### config.mk
export PLATFORM = sky130hd
export DESIGN_NAME = cartridge_rom_mapper_with_unlock
export DESIGN_NICKNAME = d
export VERILOG_FILES = /design/src/rtl/crmu_pkg.sv /design/src/rtl/crmu_state.sv /design/src/rtl/crmu_addr.sv /design/src/rtl/cartridge_rom_mapper_with_unlock.sv
export SDC_FILE = /design/constraint.sdc
export NUM_CORES = 1
export LEC_CHECK = 0
export BUFFER_PORTS_ARGS = -buffer_cell sky130_fd_sc_hd__buf_2
export CAP_MARGIN = 30
export CORE_AREA = 2 2 119 121
export CTS_BUF_LIST = sky130_fd_sc_hd__clkbuf_2
export CTS_CLUSTER_DIAMETER = 150
export DETAILED_ROUTE_END_ITERATION = 12
export DIE_AREA = 0 0 121 123
export GPL_TIMING_DRIVEN = 0
export MAX_ROUTING_LAYER = met4
export SYNTH_ARGS = -nofsm -noshare
export SYNTH_HDL_FRONTEND = slang
export SYNTH_HIERARCHICAL = 1
export SYNTH_SLANG_ARGS = --single-unit
### constraint.sdc
create_clock -name i_clk -period 3.5 [get_ports i_clk]
set_clock_uncertainty 0.15 [all_clocks]
set_input_delay 0.175 -clock i_clk [delete_from_list [all_inputs] [get_ports i_clk]]
set_output_delay 0.175 -clock i_clk [all_outputs]
set_load 0.02 [all_outputs]
### src/rtl/crmu_pkg.sv
// ----------------------------------------------------------------------------
// crmu_pkg
// Shared types and constants of the cartridge ROM mapper with unlock.
// ----------------------------------------------------------------------------
package crmu_pkg;

    localparam int ROM_ADDR_W  = 22;
    localparam int BUS_ADDR_W  = 16;
    localparam int DATA_W      = 8;
    localparam int CMD_W       = 2;
    localparam int LOCK_W      = 2;
    localparam int CNT_W       = 6;
    localparam int PAD_W       = 2;
    localparam int CFG_IDX_W   = 2;
    localparam int CFG_DATA_W  = 22;
    localparam int BANK_SHIFT  = 14;

    // bus access commands
    localparam logic [CMD_W-1:0] CMD_ROM_READ  = 2'd0;
    localparam logic [CMD_W-1:0] CMD_MAP_WRITE = 2'd1;
    localparam logic [CMD_W-1:0] CMD_MEM_WRITE = 2'd2;
    localparam logic [CMD_W-1:0] CMD_RESTART   = 2'd3;

    // lock modes
    localparam logic [LOCK_W-1:0] LOCK_FIRST  = 2'd0;
    localparam logic [LOCK_W-1:0] LOCK_SECOND = 2'd1;
    localparam logic [LOCK_W-1:0] LOCK_OPEN   = 2'd2;

    // configuration register indexes
    localparam logic [CFG_IDX_W-1:0] CFG_ROM_ADDR_MASK = 2'd0;
    localparam logic [CFG_IDX_W-1:0] CFG_PAD_CONFIG    = 2'd1;
    localparam logic [CFG_IDX_W-1:0] CFG_BOOT_LOCKED   = 2'd2;

    localparam logic [CNT_W-1:0]      UNLOCK_LIMIT     = 6'h30;
    localparam logic [ROM_ADDR_W-1:0] ROM_MASK_RESET   = 22'h3F_FFFF;
    localparam logic [2:0]            WRAM_REGION      = 3'b110;   // 0xC000-0xDFFF
    localparam logic [7:0]            HEADER_PAGE      = 8'h01;

    // mapper write decode on bus address bits 15:13
    localparam logic [2:0] SEL_OUTER_BANK = 3'd0;
    localparam logic [2:0] SEL_INNER_BANK = 3'd1;
    localparam logic [2:0] SEL_OUTER_MASK = 3'd2;

    typedef struct packed {
        logic [DATA_W-1:0] outer_bank;
        logic [DATA_W-1:0] outer_mask;
        logic [DATA_W-1:0] inner_bank;
        logic              force_a7;   // read sees second locked mode
    } t_map_view;

endpackage

### src/rtl/crmu_state.sv
// ----------------------------------------------------------------------------
// crmu_state
// Mapper bank registers, lock mode and unlock counter; updated once per word.
// ----------------------------------------------------------------------------
module crmu_state
    import crmu_pkg::*;
(
    input  logic                  i_clk,
    input  logic                  i_rst_n,
    input  logic                  i_step,
    input  logic [CMD_W-1:0]      i_cmd,
    input  logic [BUS_ADDR_W-1:0] i_bus_address,
    input  logic [DATA_W-1:0]     i_write_data,
    input  logic                  i_boot_locked,
    output t_map_view             o_view
);

    logic [DATA_W-1:0] r_outer_bank, n_outer_bank;
    logic [DATA_W-1:0] r_outer_mask, n_outer_mask;
    logic [DATA_W-1:0] r_inner_bank, n_inner_bank;
    logic [LOCK_W-1:0] r_lock_mode,  n_lock_mode;
    logic [CNT_W-1:0]  r_unlock_cnt, n_unlock_cnt;

    logic       regs_open;
    logic [2:0] sel;
    logic       low_read;

    assign regs_open = (r_inner_bank[5:4] == 2'b11);
    assign sel       = i_bus_address[15:13];
    assign low_read  = (i_cmd == CMD_ROM_READ) && !i_bus_address[15];

    always_comb begin
        n_outer_bank = r_outer_bank;
        n_outer_mask = r_outer_mask;
        n_inner_bank = r_inner_bank;
        n_lock_mode  = r_lock_mode;
        n_unlock_cnt = r_unlock_cnt;
        unique case (i_cmd)
            CMD_RESTART: begin
                n_outer_bank = '0;
                n_outer_mask = '0;
                n_inner_bank = DATA_W'(1);
                n_lock_mode  = i_boot_locked ? LOCK_FIRST : LOCK_OPEN;
                n_unlock_cnt = '0;
            end
            CMD_MAP_WRITE, CMD_MEM_WRITE: begin
                if (i_cmd == CMD_MAP_WRITE) begin
                    if (sel == SEL_OUTER_BANK && regs_open) begin
                        n_outer_bank = i_write_data;
                    end else if (sel == SEL_INNER_BANK) begin
                        n_inner_bank = (i_write_data == '0) ? DATA_W'(1) : i_write_data;
                    end else if (sel == SEL_OUTER_MASK && regs_open) begin
                        n_outer_mask = i_write_data;
                    end
                end
                // work RAM write in first locked mode moves on to the second
                if (r_lock_mode == LOCK_FIRST && sel == WRAM_REGION) begin
                    n_lock_mode  = LOCK_SECOND;
                    n_unlock_cnt = '0;
                end
            end
            default: begin
                if (low_read) begin
                    if (r_unlock_cnt == UNLOCK_LIMIT && r_lock_mode == LOCK_FIRST) begin
                        n_lock_mode  = LOCK_SECOND;
                        n_unlock_cnt = CNT_W'(1);
                    end else begin
                        if (r_unlock_cnt == UNLOCK_LIMIT && r_lock_mode == LOCK_SECOND) begin
                            n_lock_mode = LOCK_OPEN;
                        end
                        if (r_unlock_cnt != UNLOCK_LIMIT) begin
                            n_unlock_cnt = r_unlock_cnt + CNT_W'(1);
                        end
                    end
                end
            end
        endcase
    end

    always_ff @(posedge i_clk) begin
        if (!i_rst_n) begin
            r_outer_bank <= '0;
            r_outer_mask <= '0;
            r_inner_bank <= DATA_W'(1);
            r_lock_mode  <= LOCK_OPEN;
            r_unlock_cnt <= '0;
        end else if (i_step) begin
            r_outer_bank <= n_outer_bank;
            r_outer_mask <= n_outer_mask;
            r_inner_bank <= n_inner_bank;
            r_lock_mode  <= n_lock_mode;
            r_unlock_cnt <= n_unlock_cnt;
        end
    end

    always_comb begin
        o_view.outer_bank = r_outer_bank;
        o_view.outer_mask = r_outer_mask;
        o_view.inner_bank = r_inner_bank;
        o_view.force_a7   = (n_lock_mode == LOCK_SECOND);
    end

endmodule

### src/rtl/crmu_addr.sv
// ----------------------------------------------------------------------------
// crmu_addr
// Builds the physical ROM address and open-bus flag for one ROM read.
// ----------------------------------------------------------------------------
module crmu_addr
    import crmu_pkg::*;
(
    input  logic [BUS_ADDR_W-1:0] i_bus_address,
    input  t_map_view             i_view,
    input  logic [ROM_ADDR_W-1:0] i_rom_addr_mask,
    input  logic [PAD_W-1:0]      i_pad_config,
    output logic [ROM_ADDR_W-1:0] o_rom_address,
    output logic                  o_open_bus
);

    logic [BUS_ADDR_W-1:0] a_lock;
    logic [BUS_ADDR_W-1:0] a_scr;
    logic [DATA_W-1:0]     fixed;
    logic [DATA_W-1:0]     bank;
    logic [ROM_ADDR_W-1:0] base;

    always_comb begin
        a_lock = i_bus_address;
        if (i_view.force_a7) begin
            a_lock[7] = 1'b1;
        end
        a_scr = a_lock;
        // header lines: swap bit pairs 0/6 and 1/4
        if (a_lock[15:8] == HEADER_PAGE) begin
            a_scr[0] = a_lock[6];
            a_scr[1] = a_lock[4];
            a_scr[4] = a_lock[1];
            a_scr[6] = a_lock[0];
        end
    end

    assign fixed = i_view.outer_bank & i_view.outer_mask;
    assign bank  = a_scr[14] ? (fixed | (i_view.inner_bank & ~i_view.outer_mask)) : fixed;
    assign base  = {bank, {BANK_SHIFT{1'b0}}} & i_rom_addr_mask;

    assign o_rom_address = base + ROM_ADDR_W'(a_scr[BANK_SHIFT-1:0]);
    assign o_open_bus    = (i_pad_config[0] && fixed[6]) || (i_pad_config[1] && fixed[5]);

endmodule

### src/rtl/cartridge_rom_mapper_with_unlock.sv
// ----------------------------------------------------------------------------
// cartridge_rom_mapper_with_unlock
// ROM mapper with outer/inner banking, header scrambling and an unlock lock.
// ----------------------------------------------------------------------------
// Usage:
//   Input channel (i_in_valid / o_in_ready) carries one bus access per word:
//   cmd, bus address and write data. Output channel (o_out_valid /
//   i_out_ready) carries the physical ROM address and open-bus flag, one
//   word for each ROM read below 0x8000; writes, restarts and reads at or
//   above 0x8000 give no output word.
//   An accepted word is held in the input register, and its result then
//   lands in the output register, which drives o_out_valid.
//   One word is taken every cycle while the receiver does not stall; the
//   mapper state update between the two registers sets that rate.
//   If the receiver stalls, a word with a result in the input register waits and
//   o_in_ready drops only once both registers are occupied.
//   Synchronous reset clears the mapper state (unlocked mode, inner bank 1),
//   sets the size mask to all ones, pads and boot lock to zero, and empties
//   both registers. Configuration writes via i_cfg_wr_en take effect on the
//   next cycle and belong to idle periods only.
// ----------------------------------------------------------------------------
module cartridge_rom_mapper_with_unlock
    import crmu_pkg::*;
(
    input  logic                  i_clk,
    input  logic                  i_rst_n,
    input  logic                  i_cfg_wr_en,
    input  logic [CFG_IDX_W-1:0]  i_cfg_idx,
    input  logic [CFG_DATA_W-1:0] i_cfg_wdata,
    input  logic                  i_in_valid,
    output logic                  o_in_ready,
    input  logic [CMD_W-1:0]      i_cmd,
    input  logic [BUS_ADDR_W-1:0] i_bus_address,
    input  logic [DATA_W-1:0]     i_write_data,
    output logic                  o_out_valid,
    input  logic                  i_out_ready,
    output logic [ROM_ADDR_W-1:0] o_rom_address,
    output logic                  o_open_bus
);

    logic [ROM_ADDR_W-1:0] r_rom_addr_mask;
    logic [PAD_W-1:0]      r_pad_config;
    logic                  r_boot_locked;

    logic                  r_in_valid;
    logic [CMD_W-1:0]      r_cmd;
    logic [BUS_ADDR_W-1:0] r_bus_address;
    logic [DATA_W-1:0]     r_write_data;

    logic                  r_out_valid;
    logic [ROM_ADDR_W-1:0] r_rom_address;
    logic                  r_open_bus;

    logic                  has_result;
    logic                  out_free;
    logic                  advance;
    logic                  in_take;
    t_map_view             view;
    logic [ROM_ADDR_W-1:0] rom_address;
    logic                  open_bus;

    always_ff @(posedge i_clk) begin
        if (!i_rst_n) begin
            r_rom_addr_mask <= ROM_MASK_RESET;
            r_pad_config    <= '0;
            r_boot_locked   <= 1'b0;
        end else if (i_cfg_wr_en) begin
            unique case (i_cfg_idx)
                CFG_ROM_ADDR_MASK: r_rom_addr_mask <= i_cfg_wdata[ROM_ADDR_W-1:0];
                CFG_PAD_CONFIG:    r_pad_config    <= i_cfg_wdata[PAD_W-1:0];
                CFG_BOOT_LOCKED:   r_boot_locked   <= i_cfg_wdata[0];
                default: ;
            endcase
        end
    end

    assign has_result = (r_cmd == CMD_ROM_READ) && !r_bus_address[15];
    assign out_free   = !r_out_valid || i_out_ready;
    // a word with no result never waits on the output side
    assign advance    = r_in_valid && (out_free || !has_result);
    assign o_in_ready = !r_in_valid || advance;
    assign in_take    = i_in_valid && o_in_ready;

    always_ff @(posedge i_clk) begin
        if (!i_rst_n) begin
            r_in_valid <= 1'b0;
        end else if (o_in_ready) begin
            r_in_valid <= i_in_valid;
        end
    end

    always_ff @(posedge i_clk) begin
        if (in_take) begin
            r_cmd         <= i_cmd;
            r_bus_address <= i_bus_address;
            r_write_data  <= i_write_data;
        end
    end

    crmu_state u_state (
        .i_clk         (i_clk),
        .i_rst_n       (i_rst_n),
        .i_step        (advance),
        .i_cmd         (r_cmd),
        .i_bus_address (r_bus_address),
        .i_write_data  (r_write_data),
        .i_boot_locked (r_boot_locked),
        .o_view        (view)
    );

    crmu_addr u_addr (
        .i_bus_address   (r_bus_address),
        .i_view          (view),
        .i_rom_addr_mask (r_rom_addr_mask),
        .i_pad_config    (r_pad_config),
        .o_rom_address   (rom_address),
        .o_open_bus      (open_bus)
    );

    always_ff @(posedge i_clk) begin
        if (!i_rst_n) begin
            r_out_valid <= 1'b0;
        end else if (out_free) begin
            r_out_valid <= advance && has_result;
        end
    end

    always_ff @(posedge i_clk) begin
        if (advance && has_result) begin
            r_rom_address <= rom_address;
            r_open_bus    <= open_bus;
        end
    end

    assign o_out_valid   = r_out_valid;
    assign o_rom_address = r_rom_address;
    assign o_open_bus    = r_open_bus;

endmodule
### Yosys cells after proc, flatten, opt, wreduce, memory -nomap -nowiden

Cells that the tools add are included.

| word-level totals | value |
|---|---|
| output and inout port bits | 25 |
| memory bits (writable) | 0 |
| memories kept | 0 |
| ROM bits | 0 |
| bits in latches | 0 |
| register bits | 108 |
| logic and storage cells | 107 |

| cells by class | value |
|---|---|
| add/subtract/negate cells | 2 |
| reduce and logical (&&, ||, !) cells | 35 |
| divide/modulo/power cells | 0 |
| bitwise operators | 5 |
| equal/unequal tests | 21 |
| multiplexer cells | 29 |
| magnitude comparators | 0 |
| shifts and indexed selects | 0 |
| $mul | 0 |

Operators with widths:

| kind | number |
|---|---|
| $mux W8 | 11 |
| $pmux W8 S2 | 3 |
| $mux W6 | 4 |
| $add A22 B14 Y22 | 1 |
| $and A22 B22 Y22 | 1 |
| $and A8 B8 Y8 | 2 |
| $mux W2 | 6 |
| $pmux W6 S2 | 1 |
| $logic_and A1 B1 Y1 | 11 |
| $ne A2 B1 Y1 const B | 5 |
| $eq A2 B1 Y1 const B | 4 |
| $eq A2 B2 Y1 const B | 4 |
| $eq A8 B1 Y1 const B | 1 |
| $logic_not A8 Y1 | 1 |
| $not A8 Y8 | 1 |
| $or A8 B8 Y8 | 1 |
| $reduce_and A4 Y1 | 2 |
| $add A6 B1 Y6 const B | 1 |
| $eq A6 B6 Y1 const B | 1 |
| $logic_not A2 Y1 | 3 |
| $ne A6 B6 Y1 const B | 1 |
| $reduce_and A2 Y1 | 3 |
| $reduce_and A6 Y1 | 1 |
| $reduce_and A5 Y1 | 1 |
| 13 further kinds | 22 |

### Logic depth before layout (Yosys ltp)

| depth | value |
|---|---|
| word-level depth | 9 |
| depth in mapped cells | 9 |

### Modules after synthesis

The synthesis kept the hierarchy.

Modules (own cells, without submodules):

| module | cells each | seq. area each (um^2) | times used | area an instance (um^2) |
|---|---|---|---|---|
| cartridge_rom_mapper_with_unlock | 174 | 2,011.9 | 1 | 2,745.1 |
| crmu_state | 177 | 640.6 | 1 | 1,610.3 |
| crmu_addr | 51 | 0.0 | 1 | 336.6 |

### Worst setup path after synthesis

Ideal clock, no wire load.

| timing | value |
|---|---|
| path kind | reg-to-reg |
| from | reg r_bus_address[15] |
| to | reg r_bus_address[0] (enable) |
| buffers on the path | 0 |
| data required time | 2.901 ns |
| cell stages (with the launch flop) | 3 |
| setup time | 0.449 ns |
| data arrival time | 2.536 ns |
| slack | 0.365 ns |
| cells stage by stage | edfxtp_1 nor4b_2 a21boi_0 |

| on the way | value |
|---|---|
| longest elaborated chain between the ends | 7 |

RTL lines:

| element | RTL line | source |
|---|---|---|
| from (decl) | cartridge_rom_mapper_with_unlock.sv:47 | `logic [BUS_ADDR_W-1:0] r_bus_address;` |
| from (signal assigned) | cartridge_rom_mapper_with_unlock.sv:95 | `r_bus_address <= i_bus_address;` |
| $logic_not A1 Y1 | cartridge_rom_mapper_with_unlock.sv:77 | `assign has_result = (r_cmd == CMD_ROM_READ) && !r_bus_address[15];` |
| $logic_and A1 B1 Y1 | cartridge_rom_mapper_with_unlock.sv:77 |  |
| $logic_not A1 Y1 | cartridge_rom_mapper_with_unlock.sv:80 | `assign advance = r_in_valid && (out_free \|\| !has_result);` |
| $logic_or A1 B1 Y1 | cartridge_rom_mapper_with_unlock.sv:80 |  |
| $logic_and A1 B1 Y1 | cartridge_rom_mapper_with_unlock.sv:80 |  |
| $logic_or A1 B1 Y1 | cartridge_rom_mapper_with_unlock.sv:81 | `assign o_in_ready = !r_in_valid \|\| advance;` |
| $logic_and A1 B1 Y1 | cartridge_rom_mapper_with_unlock.sv:82 | `assign in_take = i_in_valid && o_in_ready;` |
| via in_take | cartridge_rom_mapper_with_unlock.sv:57 | `logic in_take;` |

The timed path passes the listed nets, and every way through them passes these cells.
A chain may end at the register's enable or synchronous reset.

### Final worst setup path

| timing | value |
|---|---|
| from | reg r_bus_address[15] |
| to | reg u_state.r_inner_bank[0] |

| on the way | value |
|---|---|
| longest elaborated chain between the ends | 6 |
| elaborated cells on any way between the ends | 11 |
| those cells by class | 3 x eq/ne; 8 x reduce/logical |

RTL lines:

| element | RTL line | source |
|---|---|---|
| $logic_not A1 Y1 | cartridge_rom_mapper_with_unlock.sv:77 |  |
| $logic_and A1 B1 Y1 | cartridge_rom_mapper_with_unlock.sv:77 |  |
| $logic_not A1 Y1 | cartridge_rom_mapper_with_unlock.sv:80 |  |
| $logic_or A1 B1 Y1 | cartridge_rom_mapper_with_unlock.sv:80 |  |
| $logic_and A1 B1 Y1 | cartridge_rom_mapper_with_unlock.sv:80 |  |
| via advance | cartridge_rom_mapper_with_unlock.sv:56 | `logic advance;` |
| $reduce_and A5 Y1 (no line) | - |  |
| to (signal assigned) | crmu_state.sv:90 | `r_inner_bank <= n_inner_bank;` |
| to (decl) | crmu_state.sv:20 | `logic [DATA_W-1:0] r_inner_bank, n_inner_bank;` |

The timed path passes the listed nets, and every way through them passes these cells.

==> results.ini <==
[pwr]
p_leak_nw=2.14
p_total_w=0.00193
ir_drop_uv=105
power.density_nw_per_um2=358

[route]
routedWlPerCell_um=12.8
wl_met2_mm=3.97
drt-met1-wl_mm=4.11
drt_iter0_markers=152
via_count=2924
viasPerCell=4.35
wl_met3_um=330
first_pass_iters=4
route.detailed.drc=0
drt_wl_total_mm=8.57
drtAntennaViolNets=0
top_layer=met4

[clock_tree]
ctsHoldBuffers=61
cts_tree=done
clkTransAtPathRegs_ps=250
h-tree-depth=3
cts_made_buffers=9
clock_sinks=94
clock_latency_ps=560
cts_resized=0
clk_path_buf_depth=2
cts_setup_buffers=0
root_buffer=clkbuf_2

[cells_and_area]
fin_util=0.396
layout.cells.non_filler=672
fin_nets=547
syn_to_final_growth_pct=31.6
drive_gt1_frac=0.244

[yosys]
yosys_warnings=6
syn_area_um2=4090
avgSynthCellArea_um2=11.8
syn_inst=346
synth_fp_nets=407

[placement]
dpl.cell_count=594
dp_hpwl_mm=6.00
io_buffers=67
globalplace.congestion=0.779

[sta]
tns_ps=0
post-route-min-period_ps=2960
rsz0062_at_grt=no
timing.hold.ws_ps=152
finalHoldViolations=0
slew_headroom=0.358
setup_violations=0
maxSlewViolCount=0
fmax_mhz=338
tightest_slew_ps=961
min_period_over_period=0.844

[min_path]
min_to=r_bus_address[0]
min-delay-start=i_bus_address[0]
hp-class=in -> reg
hold_depth=2

[floorplan]
coreArea_um2=13600
die_height_um=123
dieWidth_um=121
num_io_pins=80
start_util=0.301
rows=43
dieArea_um2=14900

[setup_path]
critical_path_required_ps=3800
crit_path_start_kind=register
crit_fanout=9
worst-r2r-cell-count=6
r2r_slack_ps=540
worstPathArrival_ps=3260
r2r-end=u_state/r_inner_bank[0]
end_kind=register
crit_type=reg -> reg
r2r_start=r_bus_address[15]

[global_route]
grt_pass1_wl_mm=14.3
grt_max_degree=27
overflow=0
grt_antenna_before_repair=1
grt_pass1_vias=2997
grtUsageTotal=0.127

[outcome]
status=finished clean

[run]
maxCapViolations=0

report_power, final:
part           switching (W)  internal, W  leakage (nW)
sequential         0.0000278      0.00120         0.844
combinational       0.000103     0.000127          1.23
clock               0.000373    0.0000952        0.0606
sequential cells by signal, summed over array words and instances, names as in the netlist:
register,flops
o_out_valid,1
r_rom_addr_mask,8
u_state/r_unlock_cnt,6
u_state/r_outer_bank,8
u_state/r_outer_mask,8
u_state/r_lock_mode,2
r_pad_config,2
r_cmd,2
o_open_bus,1
o_rom_address,22
r_bus_address,16
r_in_valid,1
u_state/r_inner_bank,8
r_write_data,8
r_boot_locked,1
how the worst max path moves through the flow:
stage	to	from	slack [ps]	cells past startpoint
2_1_floorplan	r_bus_address[0]	r_bus_address[15]	360	2
3_3_place_gp	r_bus_address[7]	r_bus_address[15]	-750	2
3_5_place_dp	u_state/r_inner_bank[0]	r_bus_address[15]	570	6
4_1_cts	u_state/r_inner_bank[0]	r_bus_address[15]	540	6
5_1_grt	u_state/r_inner_bank[0]	r_bus_address[15]	280	6
6_report	u_state/r_inner_bank[0]	r_bus_address[15]	540	6
layout by cell type (no fill, tap or decap), types with 11 or more instances in the layout:
cell type and n:
buf_2 69, dlygate4sd3_1 61, edfxtp_1 49, dfxtp_1 45
nand2_1 30, mux2i_1 28, nor2_1 23, inv_1 17
and2_1 15, o21ai_0 12, clkbuf_2 11
metal layers:
layer  vias to the layer above  global-route usage
li1                       1494                   -
met5                         -                   -
met1                      1352               0.157
met2                        65               0.204
met3                        13              0.0203
met4                         0              0.0589
area by class of cell:
class | count | area (µm²)
repair buffers | 129 | 961
well taps | 180 | 225
inverters | 17 | 63.8
multi-input cells | 208 | 1500
clock buffers | 9 | 45.0
fillers | 1316 | 8230
diodes | 1 | 2.50
plain buffers | 27 | 174
flip-flops and latches | 94 | 2370
clock inverters | 7 | 46.3
worst max-delay path, cell delays in order (launching register included):
cell and delay, ps:
edfxtp_1 580, nor3_1 80, a21boi_0 550, nand2b_1 250
a211oi_2 850, and4bb_2 350, o21ai_0 70
per-stage QoR:
step / cell area [µm²] / setup slack [ps]
final: 5390 / 545
after global routing: 5390 / 275
after CTS: 5380 / 535
after detailed placement: 4680 / 568
after global placement: 4650 / -745
after floorplan: 4090 / 365
Note: power is estimated with default switching activity, not from simulation.
